==> src/hw/rtl/rlcpe_pkg.sv <==
// shared types and constants of the rgb led chain pulse encoder
`timescale 1ns / 1ps

package rlcpe_pkg;

    localparam int unsigned BITS_PER_LED = 24;
    localparam int unsigned BIT_W        = 5;

    localparam logic [7:0] RESET_DUTY_ONE  = 8'd70;
    localparam logic [7:0] RESET_DUTY_ZERO = 8'd30;
    localparam logic [7:0] RESET_TRAIL_LEN = 8'd50;

    localparam logic [BIT_W-1:0] LAST_BIT = BIT_W'(BITS_PER_LED - 1);

    typedef enum logic [1:0] {
        FN_SET   = 2'd0,
        FN_START = 2'd1,
        FN_TICK  = 2'd2
    } func_t;

    typedef enum logic [1:0] {
        CFG_DUTY_ONE  = 2'd0,
        CFG_DUTY_ZERO = 2'd1,
        CFG_TRAIL_LEN = 2'd2
    } cfg_idx_t;

    typedef enum logic [1:0] {
        ST_IDLE,
        ST_COPY,
        ST_COLOUR,
        ST_TRAIL
    } state_t;

    // snapshot copy progress reported by the colour memory
    typedef struct packed {
        logic first;
        logic done;
    } copy_stat_t;

endpackage

==> src/hw/rtl/rlcpe_cmd_if.sv <==
// command channel: set colour, start frame, slot tick
`timescale 1ns / 1ps

interface rlcpe_cmd_if;
    logic       valid;
    logic       ready;
    logic [1:0] func;
    logic [7:0] led_index;
    logic [7:0] red;
    logic [7:0] green;
    logic [7:0] blue;

    modport source (output valid, output func, output led_index, output red,
                    output green, output blue, input ready);
    modport sink (input valid, input func, input led_index, input red,
                  input green, input blue, output ready);
endinterface

==> src/hw/rtl/rlcpe_slot_if.sv <==
// slot result channel: duty value and frame end flag
`timescale 1ns / 1ps

interface rlcpe_slot_if;
    logic       valid;
    logic       ready;
    logic [7:0] duty;
    logic       frame_last;

    modport source (output valid, output duty, output frame_last, input ready);
    modport sink (input valid, input duty, input frame_last, output ready);
endinterface

==> src/hw/rtl/rgb_led_chain_pulse_encoder.sv <==
// top level of the rgb led chain pulse encoder
//
// channel  dir  handshake      payload
// cmd      in   valid/ready    func, led_index, red, green, blue
// slot     out  valid/ready    duty, frame_last
// cfg      in   cfg_we         cfg_index, cfg_wdata
//
// a tick result leaves from an output register
// a start copies the colour store into the snapshot memory one led per cycle:
//   cmd is held off from an accepted start until the copy has written the last led
// reset marks every colour store entry unwritten, so it reads as black; registers to 70 / 30 / 50, block idle
// outside the copy, cmd is accepted while the output register is empty or being taken
`timescale 1ns / 1ps

module rgb_led_chain_pulse_encoder #(
    parameter int unsigned LED_COUNT = 8
) (
    input  logic        clk,
    input  logic        rst_n,
    rlcpe_cmd_if.sink   cmd,
    rlcpe_slot_if.source slot,
    input  logic        cfg_we,
    input  logic [1:0]  cfg_index,
    input  logic [7:0]  cfg_wdata
);
    import rlcpe_pkg::*;

    localparam int unsigned      IDX_W    = (LED_COUNT > 1) ? $clog2(LED_COUNT) : 1;
    localparam logic [IDX_W-1:0] LAST_IDX = IDX_W'(LED_COUNT - 1);
    localparam logic [8:0]       LED_LIM  = 9'(LED_COUNT);

    logic [7:0]       duty_one_reg, duty_zero_reg, trail_len_reg;
    logic [7:0]       lat_one_reg, lat_zero_reg, lat_reset_reg;
    state_t           state_reg, state_next;
    logic [IDX_W-1:0] led_reg;
    logic [BIT_W-1:0] bit_reg;
    logic [7:0]       trail_reg;
    logic [23:0]      shift_reg;
    logic             out_valid_reg;
    logic [7:0]       out_duty_reg;
    logic             out_last_reg;

    logic             accept, do_set, do_start, do_tick;
    logic             res_valid, res_last;
    logic [7:0]       res_duty;
    logic [IDX_W-1:0] snap_raddr;
    logic [23:0]      snap_rdata, copy_data;
    copy_stat_t       copy_stat;

    assign cmd.ready = (state_reg != ST_COPY) && (!out_valid_reg || slot.ready);
    assign accept    = cmd.valid && cmd.ready;
    assign do_set    = accept && (cmd.func == FN_SET) && ({1'b0, cmd.led_index} < LED_LIM);
    assign do_start  = accept && (cmd.func == FN_START) && (state_reg == ST_IDLE);
    assign do_tick   = accept && (cmd.func == FN_TICK);
    assign snap_raddr = (led_reg == LAST_IDX) ? '0 : led_reg + 1'b1;

    rlcpe_colour_mem #(
        .LED_COUNT (LED_COUNT),
        .IDX_W     (IDX_W)
    ) u_mem (
        .clk        (clk),
        .rst_n      (rst_n),
        .set_we     (do_set),
        .set_idx    (cmd.led_index[IDX_W-1:0]),
        .set_data   ({cmd.green, cmd.red, cmd.blue}),
        .copy_start (do_start),
        .snap_raddr (snap_raddr),
        .snap_rdata (snap_rdata),
        .copy_data  (copy_data),
        .copy_stat  (copy_stat)
    );

    // next state
    always_comb
    begin
        state_next = state_reg;
        unique case (state_reg)
            ST_IDLE:
            begin
                if (do_start)
                begin
                    state_next = ST_COPY;
                end
            end
            ST_COPY:
            begin
                if (copy_stat.done)
                begin
                    state_next = ST_COLOUR;
                end
            end
            ST_COLOUR:
            begin
                if (do_tick && (bit_reg == LAST_BIT) && (led_reg == LAST_IDX))
                begin
                    state_next = (lat_reset_reg == 8'd0) ? ST_IDLE : ST_TRAIL;
                end
            end
            ST_TRAIL:
            begin
                if (do_tick && (trail_reg == lat_reset_reg - 8'd1))
                begin
                    state_next = ST_IDLE;
                end
            end
            default:
            begin
                state_next = ST_IDLE;
            end
        endcase
    end

    // slot result
    always_comb
    begin
        res_valid = 1'b0;
        res_duty  = 8'd0;
        res_last  = 1'b0;
        unique case (state_reg)
            ST_COLOUR:
            begin
                res_valid = do_tick;
                res_duty  = shift_reg[23] ? lat_one_reg : lat_zero_reg;
                res_last  = (bit_reg == LAST_BIT) && (led_reg == LAST_IDX)
                            && (lat_reset_reg == 8'd0);
            end
            ST_TRAIL:
            begin
                res_valid = do_tick;
                res_last  = (trail_reg == lat_reset_reg - 8'd1);
            end
            default:
            begin
                res_valid = 1'b0;
            end
        endcase
    end

    always_ff @(posedge clk or negedge rst_n)
    begin
        if (!rst_n)
        begin
            duty_one_reg    <= RESET_DUTY_ONE;
            duty_zero_reg   <= RESET_DUTY_ZERO;
            trail_len_reg   <= RESET_TRAIL_LEN;
            lat_one_reg     <= 8'd0;
            lat_zero_reg    <= 8'd0;
            lat_reset_reg   <= 8'd0;
            state_reg       <= ST_IDLE;
            led_reg         <= '0;
            bit_reg         <= '0;
            trail_reg       <= 8'd0;
            out_valid_reg   <= 1'b0;
        end
        else
        begin
            if (cfg_we)
            begin
                unique case (cfg_index)
                    CFG_DUTY_ONE:    duty_one_reg    <= cfg_wdata;
                    CFG_DUTY_ZERO:   duty_zero_reg   <= cfg_wdata;
                    CFG_TRAIL_LEN:   trail_len_reg   <= cfg_wdata;
                    default:         duty_one_reg    <= duty_one_reg;
                endcase
            end
            state_reg <= state_next;
            if (do_start)
            begin
                lat_one_reg   <= duty_one_reg;
                lat_zero_reg  <= duty_zero_reg;
                lat_reset_reg <= trail_len_reg;
                led_reg       <= '0;
                bit_reg       <= '0;
                trail_reg     <= 8'd0;
            end
            else if (do_tick && (state_reg == ST_COLOUR))
            begin
                if (bit_reg == LAST_BIT)
                begin
                    bit_reg <= '0;
                    if (led_reg != LAST_IDX)
                    begin
                        led_reg <= led_reg + 1'b1;
                    end
                end
                else
                begin
                    bit_reg <= bit_reg + 1'b1;
                end
            end
            else if (do_tick && (state_reg == ST_TRAIL))
            begin
                trail_reg <= trail_reg + 8'd1;
            end
            if (res_valid)
            begin
                out_valid_reg <= 1'b1;
            end
            else if (slot.ready)
            begin
                out_valid_reg <= 1'b0;
            end
        end
    end

    // led bit shifter and output payload
    always_ff @(posedge clk)
    begin
        if (copy_stat.first)
        begin
            shift_reg <= copy_data;
        end
        else if (do_tick && (state_reg == ST_COLOUR))
        begin
            if (bit_reg == LAST_BIT)
            begin
                shift_reg <= snap_rdata;
            end
            else
            begin
                shift_reg <= {shift_reg[22:0], 1'b0};
            end
        end
        if (res_valid)
        begin
            out_duty_reg <= res_duty;
            out_last_reg <= res_last;
        end
    end

    assign slot.valid      = out_valid_reg;
    assign slot.duty       = out_duty_reg;
    assign slot.frame_last = out_last_reg;

endmodule

==> src/hw/rtl/rlcpe_colour_mem.sv <==
// colour store and frame snapshot memories with the snapshot copy sweep
`timescale 1ns / 1ps

module rlcpe_colour_mem #(
    parameter int unsigned LED_COUNT = 8,
    parameter int unsigned IDX_W     = 3
) (
    input  logic                        clk,
    input  logic                        rst_n,
    input  logic                        set_we,
    input  logic [IDX_W-1:0]            set_idx,
    input  logic [23:0]                 set_data,
    input  logic                        copy_start,
    input  logic [IDX_W-1:0]            snap_raddr,
    output logic [23:0]                 snap_rdata,
    output logic [23:0]                 copy_data,
    output rlcpe_pkg::copy_stat_t       copy_stat
);
    import rlcpe_pkg::*;

    localparam logic [IDX_W-1:0] LAST_IDX = IDX_W'(LED_COUNT - 1);

    logic [23:0]          store_mem [LED_COUNT];
    logic [23:0]          snap_mem  [LED_COUNT];
    logic [LED_COUNT-1:0] written_reg;

    logic                 rd_act_reg;
    logic [IDX_W-1:0]     rd_ptr_reg;
    logic                 wr_act_reg;
    logic [IDX_W-1:0]     wr_ptr_reg;
    logic [23:0]          store_rd_reg;
    logic                 store_ok_reg;
    logic [23:0]          snap_rd_reg;

    // store entries never written read as zero
    always_ff @(posedge clk or negedge rst_n)
    begin
        if (!rst_n)
        begin
            written_reg  <= '0;
            store_ok_reg <= 1'b0;
            rd_act_reg   <= 1'b0;
            rd_ptr_reg   <= '0;
            wr_act_reg   <= 1'b0;
            wr_ptr_reg   <= '0;
        end
        else
        begin
            if (set_we)
            begin
                written_reg[set_idx] <= 1'b1;
            end
            store_ok_reg <= written_reg[rd_ptr_reg];
            wr_act_reg   <= rd_act_reg;
            wr_ptr_reg   <= rd_ptr_reg;
            if (copy_start)
            begin
                rd_act_reg <= 1'b1;
                rd_ptr_reg <= '0;
            end
            else if (rd_act_reg)
            begin
                if (rd_ptr_reg == LAST_IDX)
                begin
                    rd_act_reg <= 1'b0;
                end
                else
                begin
                    rd_ptr_reg <= rd_ptr_reg + 1'b1;
                end
            end
        end
    end

    always_ff @(posedge clk)
    begin
        if (set_we)
        begin
            store_mem[set_idx] <= set_data;
        end
        store_rd_reg <= store_mem[rd_ptr_reg];
    end

    always_ff @(posedge clk)
    begin
        if (wr_act_reg)
        begin
            snap_mem[wr_ptr_reg] <= copy_data;
        end
        snap_rd_reg <= snap_mem[snap_raddr];
    end

    assign copy_data       = store_ok_reg ? store_rd_reg : 24'd0;
    assign snap_rdata      = snap_rd_reg;
    assign copy_stat.first = wr_act_reg && (wr_ptr_reg == '0);
    assign copy_stat.done  = wr_act_reg && (wr_ptr_reg == LAST_IDX);

endmodule
==> src/flat_wrapper.sv <==
// flat-port wrapper written by rule: the top's interface ports become plain ports
module rgb_led_chain_pulse_encoder_flat import rlcpe_pkg::*;
#(
    parameter int unsigned LED_COUNT = 8
)
  (clk, rst_n, cfg_we, cfg_index, cfg_wdata, cmd_valid, cmd_func, cmd_led_index, cmd_red, cmd_green, cmd_blue, cmd_ready, slot_valid, slot_duty, slot_frame_last, slot_ready);
  rlcpe_cmd_if cmd_i ();
  rlcpe_slot_if slot_i ();
  input  logic clk;
  input  logic rst_n;
  input  logic cfg_we;
  input  logic [1:0] cfg_index;
  input  logic [7:0] cfg_wdata;
  input wire logic [$bits(cmd_i.valid)-1:0] cmd_valid;
  input wire logic [$bits(cmd_i.func)-1:0] cmd_func;
  input wire logic [$bits(cmd_i.led_index)-1:0] cmd_led_index;
  input wire logic [$bits(cmd_i.red)-1:0] cmd_red;
  input wire logic [$bits(cmd_i.green)-1:0] cmd_green;
  input wire logic [$bits(cmd_i.blue)-1:0] cmd_blue;
  output wire logic [$bits(cmd_i.ready)-1:0] cmd_ready;
  output wire logic [$bits(slot_i.valid)-1:0] slot_valid;
  output wire logic [$bits(slot_i.duty)-1:0] slot_duty;
  output wire logic [$bits(slot_i.frame_last)-1:0] slot_frame_last;
  input wire logic [$bits(slot_i.ready)-1:0] slot_ready;
  assign cmd_i.valid = cmd_valid;
  assign cmd_i.func = cmd_func;
  assign cmd_i.led_index = cmd_led_index;
  assign cmd_i.red = cmd_red;
  assign cmd_i.green = cmd_green;
  assign cmd_i.blue = cmd_blue;
  assign cmd_ready = cmd_i.ready;
  assign slot_valid = slot_i.valid;
  assign slot_duty = slot_i.duty;
  assign slot_frame_last = slot_i.frame_last;
  assign slot_i.ready = slot_ready;
  rgb_led_chain_pulse_encoder #(.LED_COUNT(LED_COUNT)) u_core (.clk(clk), .rst_n(rst_n), .cmd(cmd_i), .slot(slot_i), .cfg_we(cfg_we), .cfg_index(cfg_index), .cfg_wdata(cfg_wdata));
endmodule
==> config.mk <==
export PLATFORM = sky130hd
export DESIGN_NAME = rgb_led_chain_pulse_encoder_flat
export DESIGN_NICKNAME = d
export VERILOG_FILES = /design/src/hw/rtl/rlcpe_pkg.sv /design/src/hw/rtl/rlcpe_cmd_if.sv /design/src/hw/rtl/rlcpe_slot_if.sv /design/src/hw/rtl/rgb_led_chain_pulse_encoder.sv /design/src/hw/rtl/rlcpe_colour_mem.sv /design/src/flat_wrapper.sv
export SDC_FILE = /design/constraint.sdc
export NUM_CORES = 1
export LEC_CHECK = 0
export BUFFER_PORTS_ARGS = -buffer_cell sky130_fd_sc_hd__buf_4
export CAP_MARGIN = 20
export CORE_AREA = 2 2 172 207
export CTS_CLUSTER_SIZE = 14
export DETAILED_ROUTE_END_ITERATION = 6
export DIE_AREA = 0 0 174 209
export PLACE_DENSITY = 0.78
export SKIP_LAST_GASP = 1
export SYNTH_ARGS = -nofsm -noshare
export SYNTH_HDL_FRONTEND = slang
export SYNTH_SLANG_ARGS = --single-unit
==> constraint.sdc <==
create_clock -name clk -period 3.6 [get_ports clk]
set_clock_uncertainty 0.05 [all_clocks]
set_input_delay 0.18 -clock clk [delete_from_list [all_inputs] [get_ports clk]]
set_output_delay 0.18 -clock clk [all_outputs]
set_load 0.02 [all_outputs]
==> results.md <==
| Metric | Value |
|:---|:---|
| Register-to-register setup slack | 730 ps |
| Global-route total usage across every layer | 22.0% |
| Synth warn | 0 |
| Number of DRC markers after the initial detailed-route iteration | 882 |
| Weighted congestion reported at the end of routability-driven placement | 0.752 |
| Number of failing hold endpoints at the final stage | 0 |
| Sequential share of the synthesized area | 74.3% |
| First-pass GRT wire length | 61.1 mm |
| CTS tree | done |
| Crit path DAT | 3040 ps |
| Total wire length after detailed routing | 38.9 mm |
| Number of enable flip-flop cells after synthesis | 417 |
| Top-count cell post-synth | sky130_fd_sc_hd__edfxtp_1 |
| Clock transition at path regs | 60 ps |
| Pins over their slew limit | 0 |
| Number of buffers inserted by post-CTS setup repair | 0 |
| Leading post-synthesis cells by cell area | sky130_fd_sc_hd__edfxtp_1, sky130_fd_sc_hd__dfrtp_1, sky130_fd_sc_hd__mux4_2 |
| Area growth from synthesis to layout | 14.7% |
| Post-layout total power | 15.0 mW |
| Synth Net Count | 1218 |
| Fraction of synthesized cell area taken by the top area cell type | 59.6% |
| Predominant post-synthesis flop cell | sky130_fd_sc_hd__edfxtp_1 |
| Clock period minus final worst setup slack | 2870 ps |
| Number of diodes added for antenna fixing | 0 |
| ANT nets after route | 0 |
| Global route overflow | 0 |
| Htree depth | 2 |
| Net count of the finished layout | 1338 |
| Chip Height | 209 microns |
| Pin count of the biggest net entering global routing | 66 |
| Max-capacitance violation count | 0 |
| Final setup violating endpoints | 0 |
| Run status | finished clean |
| Clk Latency, worst-skew pair | 560 ps |
| Highest fanout seen on the critical path | 21 |
| Worst-margin pin slew | 997 ps |
| Share of the cycle needed by the critical path after routing | 79.9% |
| Fraction of the core area covered by cells at the end of the flow | 69.7% |
| Number of storage elements in the synthesis netlist | 549 |
| Initial antenna violation count | 0 |
| Met3 GRT Util | 3.24% |
| Max frequency | 348 MHz |
| Logic depth of the worst register-to-register path | 6 |
| Clock Root Buffer | sky130_fd_sc_hd__clkbuf_16 |
| Filler cell count | 2137 |
| Number of unique standard cell types used by synthesis | 60 |
| Layout cells sized above 1 | 26.1% |
| Detailed Place HPWL | 22.1 mm |
| Port buffer count | 59 |
| Highest ir drop seen on vdd | 0.000610 V |
| Capturing element of the worst setup path | u_core.u_mem.store_mem[4][11] |
| Row count | 75 |
| CP endpoint kind | flop |
| Area of the core region | 34500 sq um |
| Number of cells produced by synthesis | 1162 |
| Clk buf depth | 3 |
| Top cell types by occurrence after synthesis | sky130_fd_sc_hd__edfxtp_1, sky130_fd_sc_hd__dfrtp_1, sky130_fd_sc_hd__mux4_2, sky130_fd_sc_hd__nand2_1, sky130_fd_sc_hd__mux2_2 |
| End of the worst register-to-register path | u_core.u_mem.store_mem[4][11] |
| Router iterations before antenna repair | 5 |
| Kind of start point of the critical path | flop |
| Width of the chip | 174 microns |
| Min-delay worst type | input pin to flop |
| Normalized max-slew margin | 33.6% |
| Class of the most critical setup path | flop to flop |
| Wire per inst | 21.8 microns |
| Sequential cell area | 15600 sq um |
| Worst r2r src | u_core.state_reg[0] |
| Worst setup path start | u_core.state_reg[0] |
| CP Data Required Time | 3770 ps |
| Number of vias per cell | 5.91 |
| LEAKAGE | 8.17 nW |
| Post-synthesis instance area | 21000 sq um |
| Post-placement worst setup slack | 763 ps |
| Registers with the most flip-flops | u_core.u_mem.snap_mem x192, u_core.u_mem.store_mem x192 |
| Setup repair after global routing missed its margin | false |
| Largest area contributor in the synthesized netlist | sky130_fd_sc_hd__edfxtp_1 |
| Initial core utilization | 60.8% |
| Total number of vias | 10500 |
| Via count of the first global-routing pass | 10900 |
| Post-synthesis area per instance | 18.1 sq um |
| Layer with the highest usage after global routing | met2 |
| Total number of clock tree sinks | 549 |
| Global-route track usage on met2 | 38.7% |
| Async set-reset flop share out of synthesis | 15.3% |
| Total power divided by cell area | 622 nW/um^2 |
| Met1 usage in global routing | 28.7% |
| Total CTS buffers | 50 |
| Remaining design rule violation count | 0 |
| Worst path setup slack after routing | 725 ps |
| Setup TNS | 0 ps |
| Die area | 36400 sq um |
| Total I/O pin count | 60 |
| Area of the multi-input gates | 5200 sq um |
[cells by family (layout without fill, tap and decap cells)]
kind of cell	after synthesis	in the layout	synth area share, %
compound gates	102	102	3.09
fa+ha+maj	7	7	0.417
buf+inv	63	223	1.28
simple gates	215	215	5.45
mux	206	206	14.7
xor+xnor	20	20	0.834
flops	549	549	74.3
[through the flow]
step           area, sq um  std cells  hold WS, ps
2_1_floorplan        21000       1162         -166
3_3_place_gp         22100       1657          276
3_5_place_dp         22100       1657          279
4_1_cts              24100       1783         2.43
5_1_grt              24100       1784         25.1
6_report             24100       1784         31.9
[layout by cell type (no fill, tap or decap), types with 7 or more instances in the layout]
cell                            Yosys  layout
sky130_fd_sc_hd__edfxtp_1         417     417
sky130_fd_sc_hd__buf_4              1      88
sky130_fd_sc_hd__nand2_1           74      74
sky130_fd_sc_hd__mux4_2            74      74
sky130_fd_sc_hd__dfrtp_1           74      72
sky130_fd_sc_hd__mux2_2            67      67
sky130_fd_sc_hd__mux2i_1           60      60
sky130_fd_sc_hd__clkbuf_16          0      51
sky130_fd_sc_hd__o21ai_0           49      49
sky130_fd_sc_hd__dfxtp_1           48      48
sky130_fd_sc_hd__dlygate4sd3_1      0      34
sky130_fd_sc_hd__nor2_1            35      28
sky130_fd_sc_hd__and2_1            25      25
sky130_fd_sc_hd__clkbuf_1          37      20
sky130_fd_sc_hd__o221ai_1          18      18
sky130_fd_sc_hd__nor2_2             7      14
sky130_fd_sc_hd__xnor2_1           13      13
sky130_fd_sc_hd__dfstp_2           10      10
sky130_fd_sc_hd__a21oi_1            9       9
sky130_fd_sc_hd__nand2b_1           9       9
sky130_fd_sc_hd__or2_1              9       9
sky130_fd_sc_hd__nand3_1            8       8
sky130_fd_sc_hd__nor3_1            10       8
sky130_fd_sc_hd__xor2_1             7       7
[layer usage]
layer,share of wire (%),vias up
li1,-,4748
met1,40,5451
met2,53,276
met3,4.7,63
met4,2.0,0
met5,0,-
[area by class of cell]
cell class                 instances  share of cell area [%]
clock inverter                    15                   0.592
tap                              462                    2.40
clock buffer                      77                    5.96
sequential                       549                    64.8
timing repair buffer             127                    4.60
inverter                           4                  0.0624
multi-input combinational        550                    21.6
[where the power goes]
group	leakage (nW)	switching, mW	internal, mW
Clock	0.769	2.15	2.89
Combinational	2.37	1.03	1.14
Sequential	5.03	0.392	7.38
[worst min-delay path by stage]
| stage | cells past startpoint | slack [ps] | startpoint | end |
|---|---|---|---|---|
| 6_report | 3 | 30 | cmd_led_index[2] | u_core.u_mem.store_mem[7][20] |
| 5_1_grt | 3 | 30 | cmd_led_index[2] | u_core.u_mem.store_mem[7][20] |
| 3_5_place_dp | 1 | 280 | rst_n | u_core.lat_zero_reg[0] |
| 2_1_floorplan | 0 | -170 | rst_n | u_core.bit_reg[0] |
| 3_3_place_gp | 1 | 280 | rst_n | u_core.duty_zero_reg[0] |
| 4_1_cts | 3 | 2 | cmd_led_index[2] | u_core.u_mem.store_mem[7][20] |
[critical path: stages (launching register included)]
cell	delay, ps
sky130_fd_sc_hd__dfrtp_1	490
sky130_fd_sc_hd__nor2b_4	190
sky130_fd_sc_hd__or4b_4	540
sky130_fd_sc_hd__nor4_4	400
sky130_fd_sc_hd__nand2b_2	200
sky130_fd_sc_hd__nor2_2	260
sky130_fd_sc_hd__buf_4	370
[timing repair]
action,4_1_cts,5_1_grt
hold buffers,34,0
endpoints found under the hold margin,278,0
gates resized for setup,0,0
(Power assumes the default switching activity.)
